===== config.mk =====
export PLATFORM = sky130hd
export DESIGN_NAME = d2c_coef
export DESIGN_NICKNAME = d
export VERILOG_FILES = /design/src/design/d2c_pkg.sv /design/src/design/d2c_coef.sv
export SDC_FILE = /design/constraint.sdc
export NUM_CORES = 1
export LEC_CHECK = 0
export ABC_AREA = 0
export BUFFER_PORTS_ARGS = -buffer_cell sky130_fd_sc_hd__clkbuf_2
export CORE_AREA = 2 2 440 442
export CTS_BUF_LIST = sky130_fd_sc_hd__clkbuf_4 sky130_fd_sc_hd__clkbuf_8 sky130_fd_sc_hd__clkbuf_16
export CTS_CLUSTER_SIZE = 8
export DETAILED_ROUTE_END_ITERATION = 12
export DIE_AREA = 0 0 442 444
export PLACE_DENSITY_LB_ADDON = 0.15
export SLEW_MARGIN = 15
export SYNTH_ARGS = -nofsm -noshare
export SYNTH_HDL_FRONTEND = slang
export SYNTH_SLANG_ARGS = --single-unit
export TNS_END_PERCENT = 100

===== constraint.sdc =====
create_clock -name clk -period 5.21 [get_ports clk]
set_input_delay 0.2605 -clock clk [delete_from_list [all_inputs] [get_ports clk]]
set_output_delay 0.2605 -clock clk [all_outputs]
set_load 0.02 [all_outputs]

===== src/design/d2c_pkg.sv =====
package d2c_pkg;

    localparam int D2C_COORD_BITS = 11;
    localparam int D2C_FRAC_BITS  = 16;

    // Coefficient table layout
    localparam int KI_BASE     = 0;
    localparam int K_BASE      = 9;
    localparam int XF_BASE     = 18;
    localparam int TABLE_WORDS = 34;

    // Quotient bits; magnitude limit of the saturating stages
    localparam int DIV_STEPS = 30;
    localparam logic [DIV_STEPS-1:0] SAT_LIM = '1;

    // Register stages of each unit
    localparam int PROJ_STAGES  = 8;
    localparam int DIV_STAGES   = DIV_STEPS + 3;
    localparam int COLOR_STAGES = 4;
    localparam int LATENCY      = PROJ_STAGES + DIV_STAGES + COLOR_STAGES;

    localparam logic CMD_LOAD = 1'b0;
    localparam logic CMD_MAP  = 1'b1;

    localparam logic [1:0] REG_COLOR_ROWS = 2'd0;
    localparam logic [1:0] REG_COLOR_COLS = 2'd1;
    localparam logic [1:0] REG_MIN_DEPTH  = 2'd2;

    typedef logic [10:0] coord_t;
    typedef logic signed [31:0] coef_word_t;
    typedef logic signed [63:0] wide_t;

    typedef struct packed {
        logic              command;
        logic [5:0]        coeff_index;
        logic signed [31:0] coeff_value;
        coord_t            pixel_x;
        coord_t            pixel_y;
        logic [15:0]       depth_value;
    } map_in_t;

    typedef struct packed {
        logic   mapped;
        coord_t color_row;
        coord_t color_col;
        coord_t out_x;
        coord_t out_y;
    } map_out_t;

    // Side data carried down the pipeline with each pixel
    typedef struct packed {
        logic   live;
        coord_t x;
        coord_t y;
    } tag_t;

    typedef struct packed {
        coef_word_t [8:0]  ki;
        coef_word_t [8:0]  k;
        coef_word_t [15:0] xf;
    } coef_set_t;

endpackage


===== src/design/d2c_coef.sv =====
module d2c_coef
    import d2c_pkg::*;
(
    input  logic       clk,
    input  logic       we,
    input  logic [5:0] index,
    input  coef_word_t data,
    output coef_set_t  coefs
);

    coef_word_t ki_reg [9];
    coef_word_t k_reg  [9];
    coef_word_t xf_reg [16];

    for (genvar i = 0; i < 9; i++) begin : g_ki
        always_ff @(posedge clk)
        begin
            if (we && index == 6'(KI_BASE + i))
            begin
                ki_reg[i] <= data;
            end
        end
    end

    for (genvar i = 0; i < 9; i++) begin : g_k
        always_ff @(posedge clk)
        begin
            if (we && index == 6'(K_BASE + i))
            begin
                k_reg[i] <= data;
            end
        end
    end

    for (genvar i = 0; i < 16; i++) begin : g_xf
        always_ff @(posedge clk)
        begin
            if (we && index == 6'(XF_BASE + i))
            begin
                xf_reg[i] <= data;
            end
        end
    end

    always_comb
    begin
        for (int i = 0; i < 9; i++)
        begin
            coefs.ki[i] = ki_reg[i];
            coefs.k[i]  = k_reg[i];
        end
        for (int i = 0; i < 16; i++)
        begin
            coefs.xf[i] = xf_reg[i];
        end
    end

endmodule


# Word-level counts from Yosys, hierarchy flattened
# Memories as Yosys holds them, arrays and structs flattened.
# Index checks and enable logic that the tools add are counted.
totals:
  register_bits: 0
  ramBits: 1088
  input_bits: 40
  output_inout_bits: 1088
  wordCells: 263
  mem_count: 3
op_classes:
  eq_ne: 33
  muxes: 161
  n_reduce_logical: 66
mem_list:
  columns: ["memory", "depth", "word_bits", "rd", "rd_ports_with_merged_regs", "write_ports", "line_no", "text"]
  rows:
  - ["xf_reg", 16, 32, 16, 0, 1, "d2c_coef.sv:13", "coef_word_t xf_reg [16];"]
  - ["k_reg", 9, 32, 9, 0, 1, "d2c_coef.sv:12", "coef_word_t k_reg [9];"]
  - ["ki_reg", 9, 32, 9, 0, 1, "d2c_coef.sv:11", "coef_word_t ki_reg [9];"]
op_table:
  columns: ["cell", "count"]
  rows:
  - ["$mux 32", 31]
  - ["$reduce_or 32->1", 31]
  - ["$mux 4", 31]
  - ["$mux 1", 99]
  - ["$eq 6x5->1 const B", 16]
  - ["$eq 6x4->1 const B", 8]
  - ["$logic_and 1x1->1", 34]
  - ["$eq 6x3->1 const B", 4]
  - ["$eq 6x2->1 const B", 2]
  - ["$eq 6x6->1 const B", 2]
  - ["$eq 6x1->1 const B", 1]
  - ["$logic_not 6->1", 1]

# Depth between registers and ports, before layout
depth:
  word_depth: 20
  depth_mapped: 4
  depth_no_buf: 2

# Least setup slack after synthesis
# Ideal clock, no wire load.
synth_timing:
  kind: "in2reg"
  startpoint: "input port index[5]"
  endpoint: "memory k_reg[0][100] (netlist bit), enable pin"
  setup_time_ps: 502
  t_arrival_ps: 3883
  required_time_ps: 4708
  path_slack_ps: 826
  cell_stages: 3
  path_buffers: 1
  path_cell_list: "or3b_1 -> buf_2 -> nor4_1"
synth_via:
  elab_chain_cells: 13
  elab_cells_between_ends: 60
  cone_classes: "9 x eq/ne; 34 x mux; 17 x reduce/logical"
synth_lines:
  columns: ["element", "line_no", "text"]
  rows:
  - ["start, declared", "d2c_coef.sv:6", "input logic [5:0] index,"]
  - ["$eq 6x4->1", "d2c_coef.sv:28", "if (we && index == 6'(K_BASE + i))"]
  - ["$logic_and 1x1->1", "d2c_coef.sv:28", null]
  - ["$mux 1", "d2c_coef.sv:28", null]
  - ["$mux 1 (not written as such)", "d2c_coef.sv:30", "k_reg[i] <= data;"]
  - ["$reduce_or 32->1 (no source line)", null, null]
  - ["$mux 4 (no source line) or $mux 1 (tied branches) (8 in a row)", null, null]
  - ["end, declared", "d2c_coef.sv:12", null]
# Parallel ways exist; a longest one is shown, timed or not.

# Worst setup path after layout
layout_timing:
  startpoint: "input port index[1]"
  endpoint: "memory xf_reg[1][212] (netlist bit), enable pin"
layout_via:
  elab_chain_cells: 20
  elab_cells_between_ends: 109
  cone_classes: "16 x eq/ne; 62 x mux; 31 x reduce/logical"
layout_lines:
  columns: ["element", "line_no", "text"]
  rows:
  - ["$eq 6x5->1", "d2c_coef.sv:38", "if (we && index == 6'(XF_BASE + i))"]
  - ["$logic_and 1x1->1", "d2c_coef.sv:38", null]
  - ["$mux 1", "d2c_coef.sv:38", null]
  - ["$mux 1 (not written as such)", "d2c_coef.sv:40", "xf_reg[i] <= data;"]
  - ["$reduce_or 32->1 (no source line)", null, null]
  - ["$mux 4 (no source line) or $mux 1 (tied branches) (15 in a row)", null, null]
  - ["end, declared", "d2c_coef.sv:13", null]
# Parallel ways exist; a longest one is shown, timed or not.

==> run summary <==
• **setup TNS** 0 ns
• **dpl cells** 4851
• **clock tree from TritonCTS** done
• **compound-cell area share of the yosys netlist** 0%
• **total number of H-tree levels** 4
• **post-CTS setup-driven buffer insertion count** 0
• **Row Count** 161
• **element type at the critical path start** input port
• **arrival time of data at the critical path endpoint** 2.31 ns
• **Nets** 2527
• **worst min-delay path category** in2reg
• **clock sink total** 1088
• **final hold violation count** 0
• **WL/cell** 29.7 µm
• **actual transition at the worst max-transition pin** 1.16 ns
• **layout cell share with drive strength beyond 1** 56.1%
• **netlist area before placement** 33000 µm²
• **dominant cell by count in the synthesized netlist** edfxtp_1
• **Main synth FF type** edfxtp_1
• **synthesis warning total** 0
• **global router's overall resource usage** 14.8%
• **min cycle time layout** 1.95 ns
• **run status** complete, no violations
• **largest stage delay on the critical path** 0.95 ns
• **share of the synthesized area in the top cell type** 99.0%
• **leftover overflow at the end of global routing** 0
• **average footprint of a synthesized cell** 28.9 µm²
• **syn_nets** 1182
• **detailed-router iteration count before antenna repair** 5
• **number of synthesized flops with an enable pin** 1088
• **half-perimeter wire length after detailed placement** 94300 µm
• **Final Slew Violations** 0
• **worst-case headroom to the max-slew limit** 22.5%
• **Synth Area in Simple Gates** 0.891%
• **Total Wirelength** 150000 µm
• **type of the setup path with the least slack** in2reg
• **routed vias** 18400
• **area growth from synthesis to final layout** 42.1%
• **fraction of synthesized area in multiplexers** 0%
• **WP data required** 5.58 ns
• **core box area** 192000 µm²
• **register clock-pin slew on the reported worst setup and hold paths** 0.05 ns
• **peak fanout along the critical path** 32
• **PwrDens** 418 nW/µm²
• **setup repair after global routing missed its margin** false
• **async set or reset register ratio after synthesis** 0%
• **wire length of the first global-routing pass** 191000 µm
• **total of cells resized after clock tree synthesis** 0
• **met2 GRT Util** 27.1%
• **VDD IR-drop max** 219 µV
• **synth cell count leaders** 1088 x edfxtp_1, 12 x nor3_1, 11 x nor2_1, 6 x nor4_1, 5 x nor3_2
• **global routing usage on met3** 4.43%
• **library cells used by synthesis** 17
• **Largest register FFs** 512
• **area of the die** 196000 µm²
• **Leakage Power** 17.0 nW
• **Iter 0 DRT Violations** 1805
• **most heavily used metal layer in global routing** met2
• **y dimension of the die** 444 µm
• **share of the synthesized netlist area taken by xor and xnor gates** 0%
• **count of hold buffers inserted by post-cts repair** 0
• **post-route DRC violation count** 0
• **number of antenna violations at the first check in global routing** 30
• **maximum number of pins on one net before global-route repair** 35
• **adder-cell share of the synthesized area** 0%
• **buffer cell driving the clock tree root** clkbuf_16
• **starting density of the core** 17.2%
• **maximum clock path buffer count** 3
• **leading post-synthesis cells by cell area** edfxtp_1 99%, nor3_1 0.18%, nor3_2 0.15%, nor2_1 0.13%, nor4_1 0.11%
• **largest area contributor in the netlist** edfxtp_1
• **number of buffers inserted during clock tree synthesis** 158
• **CP endpoint kind** flip-flop
• **Mapped Cells** 1142
• **slowest stage cell, crit path** nor2_4
• **critical path cell sequence** clkbuf_2 -> or4_1 -> nor2_4
• **met1 Track Usage GR** 16.1%
• **port bufs** 1127
• **post-route total power** 19.6 mW
• **number of max-cap violations** 0
• **share of the cycle needed by the critical path after routing** 37.4%
• **weighted congestion reported at the end of routability-driven placement** 0.749
• **Top-Level Pins** 1128
• **count of state elements after synthesis** 1088
• **Fmax** 514 MHz
• **vias in the first global route** 19100
• **post-detailed-route via-to-cell ratio** 3.63
• **overall die width** 442 µm
• **post-route insts no fill** 5055
• **number of setup violations in the final report** 0
• **combinational family with the most area after synthesis** simple AND/OR/NAND/NOR gates
• **residual antenna-violating net count after detailed routing** 0
• **sequential area share after synthesis** 99.0%
power breakdown:
part           leakage [nW]  internal, mW  switching, mW  total [mW]
logic                  5.10        0.0651          0.465       0.530
registers              9.79          9.72         0.0171        9.73
clock network          2.13          5.51           3.80        9.31
total                  17.0          15.3           4.28        19.6
layout make-up:
type / count / area [µm²]
fillers: 19600 / 145000
flip-flops and latches: 1088 / 32700
repair buffers: 1191 / 6150
clock buffers: 162 / 3980
well taps: 2526 / 3160
multi-input cells: 48 / 505
clock inverters: 25 / 368
diodes: 15 / 37.5
path summary, 6_finish.rpt:
path,depth (start not counted),end,start,slack [ns]
setup / recovery,3,xf_reg[1][212],index[1],3.26
hold / removal,1,k_reg[0][283],data[27],0.12
routing by layer:
layer / share of wire, % / up-vias
li1: - / 7363
met4: 2.8 / 4
met1: 36 / 9685
met2: 53 / 1109
met3: 8.0 / 211
met5: 0.014 / -
cells in the final DEF (no fill, tap or decap), types with 5 or more instances in the layout:
| cell | Yosys | final |
|---|---|---|
| nor4_2 | 0 | 6 |
| nor3_2 | 5 | 12 |
| edfxtp_1 | 1088 | 1088 |
| clkbuf_2 | 0 | 1105 |
| diode_2 | 0 | 15 |
| buf_4 | 0 | 64 |
| clkbuf_16 | 0 | 158 |
| buf_2 | 3 | 20 |
| nor2_4 | 0 | 11 |
| nor3_4 | 0 | 5 |
worst max-delay path, delay by kind of cell:
kind / cells / cell delay, ns
AND/OR/NAND/NOR: 2 / 1.77
buffers and inverters: 1 / 0.22
per-stage QoR:
step	utilization [%]	hold slack, ns	setup WS, ns	instance area, µm²
floorplan	-	0.359	0.826	33000
global placement	22.2	0.719	2.53	42400
detailed placement	22.2	0.714	2.45	42400
CTS	24.4	0.0710	3.18	46800
global route	24.5	0.0915	3.20	46800
finish	24.5	0.116	3.26	46900
kinds of logic after synthesis:
group | after synthesis
AND/OR/NAND/NOR | 48
buffers and inverters | 6
flip-flops | 1088
No activity file was read; power rests on OpenSTA's default activity.
